`src/rtl/core/canonical_combining_reorder_assert.svh`:
```
// ----------------------------------------------------------------------------
// Assertion macros for the canonical combining reorder block
// Shared property wrappers, clocked on clk and disabled while arst_n is low.
// ----------------------------------------------------------------------------
`ifndef CANONICAL_COMBINING_REORDER_ASSERT_SVH
`define CANONICAL_COMBINING_REORDER_ASSERT_SVH

// same-cycle implication
`define CCR_ASSERT_NOW(lbl, ante, cons) \
	lbl: assert property (@(posedge clk) disable iff (!arst_n) (ante) |-> (cons)) \
		else $error("ccr assertion failed");

// next-cycle implication
`define CCR_ASSERT_NEXT(lbl, ante, cons) \
	lbl: assert property (@(posedge clk) disable iff (!arst_n) (ante) |=> (cons)) \
		else $error("ccr assertion failed");

`endif

```
`src/rtl/core/ccr_pkg.sv`:
```
// ----------------------------------------------------------------------------
// ccr_pkg
// Types and constants shared by the combining reorder cell chain.
// ----------------------------------------------------------------------------
package ccr_pkg;

	localparam int RUN_DEPTH = 32;
	localparam int CP_W      = 21;
	localparam int CLASS_W   = 8;
	localparam int DATA_W    = 32;

	typedef struct packed {
		logic [CLASS_W-1:0] cls;
		logic [CP_W-1:0]    cp;
	} entry_t;

	// chain command: parallel insert or drain shift toward the head
	typedef struct packed {
		logic ins;
		logic shift;
	} chain_cmd_t;

	typedef struct packed {
		entry_t head;
		logic   empty;
		logic   full;
		logic   head_last;
	} chain_stat_t;

	typedef enum logic {
		ST_IDLE,
		ST_DRAIN
	} state_t;

endpackage

```
`src/rtl/core/ccr_cell.sv`:
```
// ----------------------------------------------------------------------------
// ccr_cell
// One slot of the sorted run: holds an entry and its valid bit.
// ----------------------------------------------------------------------------
module ccr_cell (
	input  logic                clk,
	input  logic                arst_n,
	input  ccr_pkg::chain_cmd_t cmd,
	input  ccr_pkg::entry_t     new_ent,
	input  ccr_pkg::entry_t     prev_ent,
	input  logic                prev_vld,
	input  logic                prev_aft,
	input  ccr_pkg::entry_t     next_ent,
	input  logic                next_vld,
	output ccr_pkg::entry_t     ent,
	output logic                vld,
	output logic                aft
);

	ccr_pkg::entry_t ent_q;
	logic            vld_q;

	// at or past the insertion point: empty, or strictly greater class
	assign aft = !vld_q || (ent_q.cls > new_ent.cls);
	assign ent = ent_q;
	assign vld = vld_q;

	always_ff @(posedge clk or negedge arst_n) begin
		if (!arst_n) begin
			vld_q <= 1'b0;
		end else if (cmd.shift) begin
			vld_q <= next_vld;
		end else if (cmd.ins) begin
			vld_q <= vld_q | prev_vld;
		end
	end

	always_ff @(posedge clk) begin
		if (cmd.shift) begin
			ent_q <= next_ent;
		end else if (cmd.ins && aft) begin
			ent_q <= prev_aft ? prev_ent : new_ent;
		end
	end

endmodule

```
`src/rtl/core/ccr_chain.sv`:
```
// ----------------------------------------------------------------------------
// ccr_chain
// Row of cells kept sorted by class; inserts in parallel, drains from cell 0.
// ----------------------------------------------------------------------------
module ccr_chain (
	input  logic                 clk,
	input  logic                 arst_n,
	input  ccr_pkg::chain_cmd_t  cmd,
	input  ccr_pkg::entry_t      new_ent,
	output ccr_pkg::chain_stat_t stat
);

	`include "canonical_combining_reorder_assert.svh"

	localparam logic [ccr_pkg::RUN_DEPTH-1:0] ONE = {{(ccr_pkg::RUN_DEPTH-1){1'b0}}, 1'b1};

	ccr_pkg::entry_t                 ent [ccr_pkg::RUN_DEPTH];
	logic [ccr_pkg::RUN_DEPTH-1:0]   vld;
	logic [ccr_pkg::RUN_DEPTH-1:0]   aft;

	for (genvar i = 0; i < ccr_pkg::RUN_DEPTH; i++) begin : g_cell
		ccr_pkg::entry_t p_ent, n_ent;
		logic            p_vld, p_aft, n_vld;

		if (i == 0) begin : g_first
			assign p_ent = new_ent;
			assign p_vld = 1'b1;
			assign p_aft = 1'b0;
		end else begin : g_mid
			assign p_ent = ent[i-1];
			assign p_vld = vld[i-1];
			assign p_aft = aft[i-1];
		end

		if (i == ccr_pkg::RUN_DEPTH - 1) begin : g_last
			assign n_ent = ent[i];
			assign n_vld = 1'b0;
		end else begin : g_inner
			assign n_ent = ent[i+1];
			assign n_vld = vld[i+1];
		end

		ccr_cell u_cell (
			.clk      (clk),
			.arst_n   (arst_n),
			.cmd      (cmd),
			.new_ent  (new_ent),
			.prev_ent (p_ent),
			.prev_vld (p_vld),
			.prev_aft (p_aft),
			.next_ent (n_ent),
			.next_vld (n_vld),
			.ent      (ent[i]),
			.vld      (vld[i]),
			.aft      (aft[i])
		);
	end

	assign stat.head      = ent[0];
	assign stat.empty     = !vld[0];
	assign stat.full      = vld[ccr_pkg::RUN_DEPTH-1];
	assign stat.head_last = !vld[1];

	// occupied cells always form a prefix of the row
	`CCR_ASSERT_NOW(a_prefix, 1'b1, ((vld + ONE) & vld) == '0)
	`CCR_ASSERT_NOW(a_no_ins_full, cmd.ins, !stat.full)
	`CCR_ASSERT_NOW(a_one_cmd, 1'b1, !(cmd.ins && cmd.shift))

endmodule

```
`src/rtl/core/canonical_combining_reorder.sv`:
```
// ----------------------------------------------------------------------------
// canonical_combining_reorder
// Canonical ordering of combining marks over a code point stream.
//
//  channel  dir  tdata (low bit up)              tlast         tuser
//  s_axis   in   code_point, combining_class     end_marker    -
//  m_axis   out  out_code_point, out_class      run_last      forced_flush
//
//  A mark with a free cell is inserted in the cycle it is accepted, so a run
//  of marks streams in at one transaction per cycle outside a drain.
//  A flush (starter or end marker on a held run, or a mark on a full row)
//  drains the row one item per cycle at cell 0 while the output is free,
//  then stores the pending item, if the flush was not an end marker.
//  s_axis_tready is low for the whole drain.
//  arst_n clears the valid bits of all cells, the state and the output valid.
// ----------------------------------------------------------------------------
module canonical_combining_reorder (
	input  logic                        clk,
	input  logic                        arst_n,
	input  logic                        s_axis_tvalid,
	output logic                        s_axis_tready,
	input  logic [ccr_pkg::DATA_W-1:0]  s_axis_tdata,  // code_point[20:0], combining_class[28:21]
	input  logic                        s_axis_tlast,  // end_marker
	output logic                        m_axis_tvalid,
	input  logic                        m_axis_tready,
	output logic [ccr_pkg::DATA_W-1:0]  m_axis_tdata,  // out_code_point[20:0], out_class[28:21]
	output logic                        m_axis_tlast,  // run_last
	output logic                        m_axis_tuser   // forced_flush
);

	`include "canonical_combining_reorder_assert.svh"

	localparam int ENT_W = ccr_pkg::CP_W + ccr_pkg::CLASS_W;

	ccr_pkg::state_t      state_q, state_nxt;
	ccr_pkg::chain_cmd_t  cmd;
	ccr_pkg::chain_stat_t stat;
	ccr_pkg::entry_t      in_ent, pend_ent_q, new_ent;
	logic                 pend_q, forced_q;
	logic                 acc, is_start, flush_req, out_free;

	logic                 m_vld_q, m_last_q, m_user_q;
	ccr_pkg::entry_t      m_ent_q;

	// input unpack: code point in the low bits, class above it
	assign in_ent.cp  = s_axis_tdata[ccr_pkg::CP_W-1:0];
	assign in_ent.cls = s_axis_tdata[ENT_W-1:ccr_pkg::CP_W];

	assign acc      = s_axis_tvalid && s_axis_tready;
	assign is_start = (in_ent.cls == '0);
	// held run must leave before this transaction can be stored
	assign flush_req = acc && !stat.empty && (s_axis_tlast || is_start || stat.full);
	assign out_free  = !m_vld_q || m_axis_tready;

	// next state
	always_comb begin
		state_nxt = state_q;
		unique case (state_q)
			ccr_pkg::ST_IDLE: begin
				if (flush_req) state_nxt = ccr_pkg::ST_DRAIN;
			end
			ccr_pkg::ST_DRAIN: begin
				if (stat.empty) state_nxt = ccr_pkg::ST_IDLE;
			end
			default: state_nxt = ccr_pkg::ST_IDLE;
		endcase
	end

	// outputs of the controller
	always_comb begin
		s_axis_tready = 1'b0;
		cmd           = '0;
		new_ent       = in_ent;
		unique case (state_q)
			ccr_pkg::ST_IDLE: begin
				s_axis_tready = 1'b1;
				cmd.ins       = acc && !flush_req && !s_axis_tlast;
			end
			ccr_pkg::ST_DRAIN: begin
				new_ent   = pend_ent_q;
				cmd.shift = !stat.empty && out_free;
				cmd.ins   = stat.empty && pend_q;
			end
			default: begin
				s_axis_tready = 1'b0;
			end
		endcase
	end

	always_ff @(posedge clk or negedge arst_n) begin
		if (!arst_n) begin
			state_q  <= ccr_pkg::ST_IDLE;
			pend_q   <= 1'b0;
			forced_q <= 1'b0;
		end else begin
			state_q <= state_nxt;
			if (flush_req) begin
				pend_q   <= !s_axis_tlast;
				// only a mark meeting a full row forces the flush
				forced_q <= !s_axis_tlast && !is_start;
			end else if (state_q == ccr_pkg::ST_DRAIN && stat.empty) begin
				pend_q <= 1'b0;
			end
		end
	end

	always_ff @(posedge clk) begin
		if (flush_req) pend_ent_q <= in_ent;
	end

	ccr_chain u_chain (
		.clk     (clk),
		.arst_n  (arst_n),
		.cmd     (cmd),
		.new_ent (new_ent),
		.stat    (stat)
	);

	// output register: cell 0 moves here on every drain shift
	always_ff @(posedge clk or negedge arst_n) begin
		if (!arst_n) begin
			m_vld_q <= 1'b0;
		end else if (cmd.shift) begin
			m_vld_q <= 1'b1;
		end else if (m_axis_tready) begin
			m_vld_q <= 1'b0;
		end
	end

	always_ff @(posedge clk) begin
		if (cmd.shift) begin
			m_ent_q  <= stat.head;
			m_last_q <= stat.head_last;
			m_user_q <= forced_q;
		end
	end

	assign m_axis_tvalid = m_vld_q;
	assign m_axis_tdata  = {{(ccr_pkg::DATA_W-ENT_W){1'b0}}, m_ent_q.cls, m_ent_q.cp};
	assign m_axis_tlast  = m_last_q;
	assign m_axis_tuser  = m_user_q;

	`CCR_ASSERT_NEXT(a_flush_drains, flush_req, state_q == ccr_pkg::ST_DRAIN)
	`CCR_ASSERT_NOW(a_pend_in_drain, pend_q, state_q == ccr_pkg::ST_DRAIN)
	`CCR_ASSERT_NEXT(a_last_empties, cmd.shift && stat.head_last, stat.empty)

endmodule

```
`config.mk`:
```
export PLATFORM = sky130hd
export DESIGN_NAME = canonical_combining_reorder
export DESIGN_NICKNAME = d
export VERILOG_FILES = /design/src/rtl/core/ccr_pkg.sv /design/src/rtl/core/ccr_cell.sv /design/src/rtl/core/ccr_chain.sv /design/src/rtl/core/canonical_combining_reorder.sv
export VERILOG_INCLUDE_DIRS = /design/src /design/src/rtl/core
export SDC_FILE = /design/constraint.sdc
export NUM_CORES = 2
export LEC_CHECK = 0
export BUFFER_PORTS_ARGS = -buffer_cell sky130_fd_sc_hd__clkbuf_2
export CAP_MARGIN = 20
export CORE_MARGIN = 2
export CORE_UTILIZATION = 28
export CTS_BUF_LIST = sky130_fd_sc_hd__clkbuf_4 sky130_fd_sc_hd__clkbuf_8 sky130_fd_sc_hd__clkbuf_16
export DETAILED_ROUTE_END_ITERATION = 12
export GPL_TIMING_DRIVEN = 0
export PLACE_DENSITY = 0.4
export SKIP_CTS_REPAIR_TIMING = 1
export SLEW_MARGIN = 20
export SYNTH_ARGS = -nofsm -noshare
export SYNTH_HDL_FRONTEND = slang
export SYNTH_HIERARCHICAL = 1
export SYNTH_SLANG_ARGS = --single-unit
```
`constraint.sdc`:
```
create_clock -name clk -period 6.3 [get_ports clk]
set_clock_uncertainty 0.1 [all_clocks]
set_input_delay 1.26 -clock clk [delete_from_list [all_inputs] [get_ports clk]]
set_output_delay 1.26 -clock clk [all_outputs]
set_load 0.05 [all_outputs]
```
==> metrics.yaml <==
clk_pin_slew_worst_paths_ns: 0.06
design.portCount: 73
clock_latency_ns: 0.78
dp_hpwl_mm: 135
synth_ff_type: "edfxtp_1"
drtPass1Iterations: 5
met1Wirelength_mm: 88.9
total_power_mw: 41.8
yosys_warnings: 6
via_per_inst: 4.99
grt_usage_pct: 17.5
drc: 0
fin_util_pct: 32.4
crit_fanout: 38
overflow: 0
crit_path_end_kind: "flip-flop"
synthSimpleGateAreaFrac_pct: 8.44
synthCells: 5221
yosysUniqueCellTypes: 34
synth_top_family_by_area: "multiplexers"
critical_path_class: "flip-flop to flip-flop"
synth_seq_area_share_pct: 52.7
final_common_cell: "nand2_1"
status: "completed"
synth_compound_area_share_pct: 12.0
grt_antenna_before_repair: 1
drtAntennaViolNets: 0
io_buffers: 66
wl_met2_mm: 88.5
critPathArrivalTime_ns: 4.59
hold_depth: 0
power.density_cell_area_mw_per_mm2: 625
tightest_slew_ns: 1.17
slew_violations: 0
place_ws_ns: 1.62
clock-root-buffer: "clkbuf_16"
drive_gt1_share_pct: 9.78
syn_area_per_cell_um2: 11.1
vdd_drop_max_mv: 0.265
async_flop_share_pct: 3.52
dieWidth_um: 459
finalHoldViolations: 0
setup_violations: 0
mostFrequentLayoutCells: "nand2_1 (1,027), edfxtp_1 (988), o21ai_0 (961)"
layout.nets: 5739
relSlewSlack_pct: 22.1
max_clock_freq_mhz: 239
fillers: 21100
place_area_mm2: 0.0624
drt_iter0_drc: 2534
rsz0062_at_grt: "false"
yosys_register_bits: 1024
min_period_ns: 4.19
cp_data_required_time_ns: 6.71
highest_layer: "met4"
ff2ff_path_depth: 13
synth_edf_count: 988
syn_to_final_growth_pct: 15.2
wl_met3_mm: 6.24
avgRoutedWirePerCell_um: 22.7
setup-tns-final_ns: 0
finalWirelength_mm: 188
drv_cap: 0
cts_max_level: 4
core_mm2: 0.207
period_share_pct: 66.4
grt_pass1_vias: 44300
cts_tree: "yes"
startpoint_type: "flip-flop"
synth_fa_ha_area_share_pct: 5.52
rrSetupSlack_ns: 2.11
num_vias: 41200
cts_sinks: 1024
synth-xor-area-share_pct: 0
grt_start_max_net_pins: 66
clockBufferDepth: 3
start_util_pct: 28.1
grt_first_pass_wirelength_mm: 283
fin_ws_ns: 2.11
die_height_um: 459
syn_area_mm2: 0.0581
die_area_mm2: 0.211
p_leak_nw: 28.2
place.gp.congestion: 0.781
row_count: 167
hold_class: "flip-flop to flip-flop"
fin_area_mm2: 0.0669
synth.area.mux_share_pct: 16.6
cts_made_buffers: 132
[power by group]
part | switching, mW | internal (mW) | total, mW
combinational | 10.6 | 6.56 | 17.2
clock | 3.11 | 4.71 | 7.82
sequential | 3.12 | 13.7 | 16.8
[flip-flops by register name, indices dropped and copies added (netlist names)]
| name | flops |
|---|---|
| u_chain/g_cell.u_cell/ent | 928 |
| u_chain/g_cell.u_cell/vld | 32 |
| m_axis_tdata | 29 |
| pend_ent_q | 29 |
| forced_q | 1 |
| m_axis_tlast | 1 |
| m_axis_tuser | 1 |
| m_axis_tvalid | 1 |
| pend_q | 1 |
| state_q | 1 |
[cells by family (layout without fill, tap and decap cells)]
family	Yosys count	after routing
AO/OA/AOI/OAI	1227	1227
buffers and inverters	589	914
AND/OR/NAND/NOR	1165	1165
flip-flops	1024	1024
multiplexers	957	957
adder cells (fa/ha/maj)	256	256
other	3	10
[per-layer routing]
| metal | vias up | track usage, % |
|---|---|---|
| met4 | 0 | 4.19 |
| met1 | 20700 | 24.3 |
| met3 | 245 | 2.17 |
| met5 | - | 0 |
| met2 | 715 | 29.1 |
| li1 | 19500 | - |
[synth_stat cells, types with 3 or more instances]
library cell,count,area [um^2]
conb_1,3,11.3
a21oi_1,100,500
and2_1,20,125
o21ai_0,961,4810
nand2_1,1027,3850
buf_4,48,360
ha_1,256,3200
clkbuf_8,12,165
nor2b_1,33,206
buf_6,33,372
o2111ai_1,32,280
clkbuf_1,200,751
a32oi_2,32,521
inv_1,261,980
and2_2,12,90.1
buf_2,35,175
dfrtp_1,36,901
and4_1,64,561
mux2_2,29,327
o211a_1,32,320
edfxtp_1,988,29700
mux2i_1,928,9290
a21o_1,64,480
[through the flow]
step / hold slack, ns / instances
6_report: 0.350 / 8257
5_1_grt: 0.311 / 8255
4_1_cts: 0.274 / 8254
3_5_place_dp: 0.340 / 8016
3_3_place_gp: 0.338 / 7995
2_1_floorplan: 0.326 / 5225
[path summary, 6_finish.rpt]
| path | start | to |
|---|---|---|
| worst min-delay path | u_chain/g_cell[0].u_cell/ent[18]$_DFFE_PP_ | m_axis_tdata[18]$_DFFE_PP_ |
| min in group asynchronous | arst_n | pend_q$_DFFE_PN0P_ |
| worst max-delay path | state_q$_DFF_PN0_ | u_chain/g_cell[29].u_cell/ent[20]$_DFFE_PP_ |
| worst max register to register | state_q$_DFF_PN0_ | u_chain/g_cell[29].u_cell/ent[20]$_DFFE_PP_ |
| max in group asynchronous | arst_n | u_chain/g_cell[15].u_cell/vld$_DFFE_PN0P_ |
| worst min register to register | u_chain/g_cell[0].u_cell/ent[18]$_DFFE_PP_ | m_axis_tdata[18]$_DFFE_PP_ |
[cell type report]
cell class              count  area, um^2  share of cell area, %
plain buffers             328        1820                   2.73
well taps                2704        3380                   5.06
repair buffers             87         808                   1.21
inverters                 261         980                   1.46
multi-input cells        3612       24900                   37.2
diodes                      3        7.51                 0.0112
clock buffers             181        3830                   5.72
clock inverters            57         621                  0.928
flip-flops and latches   1024       30600                   45.7
[critical path: stages, from the launching register on]
cell     delay [ns]
dfrtp_1        0.33
buf_6          0.12
buf_2          0.32
mux2_4         0.57
buf_12         0.29
inv_1          0.09
ha_1           0.30
and4_1         0.22
and4_1         0.21
a32oi_2        0.39
buf_4          0.31
buf_6          0.21
mux2i_1        0.30
o21ai_0        0.11
No activity file was read; power rests on OpenSTA's default activity.
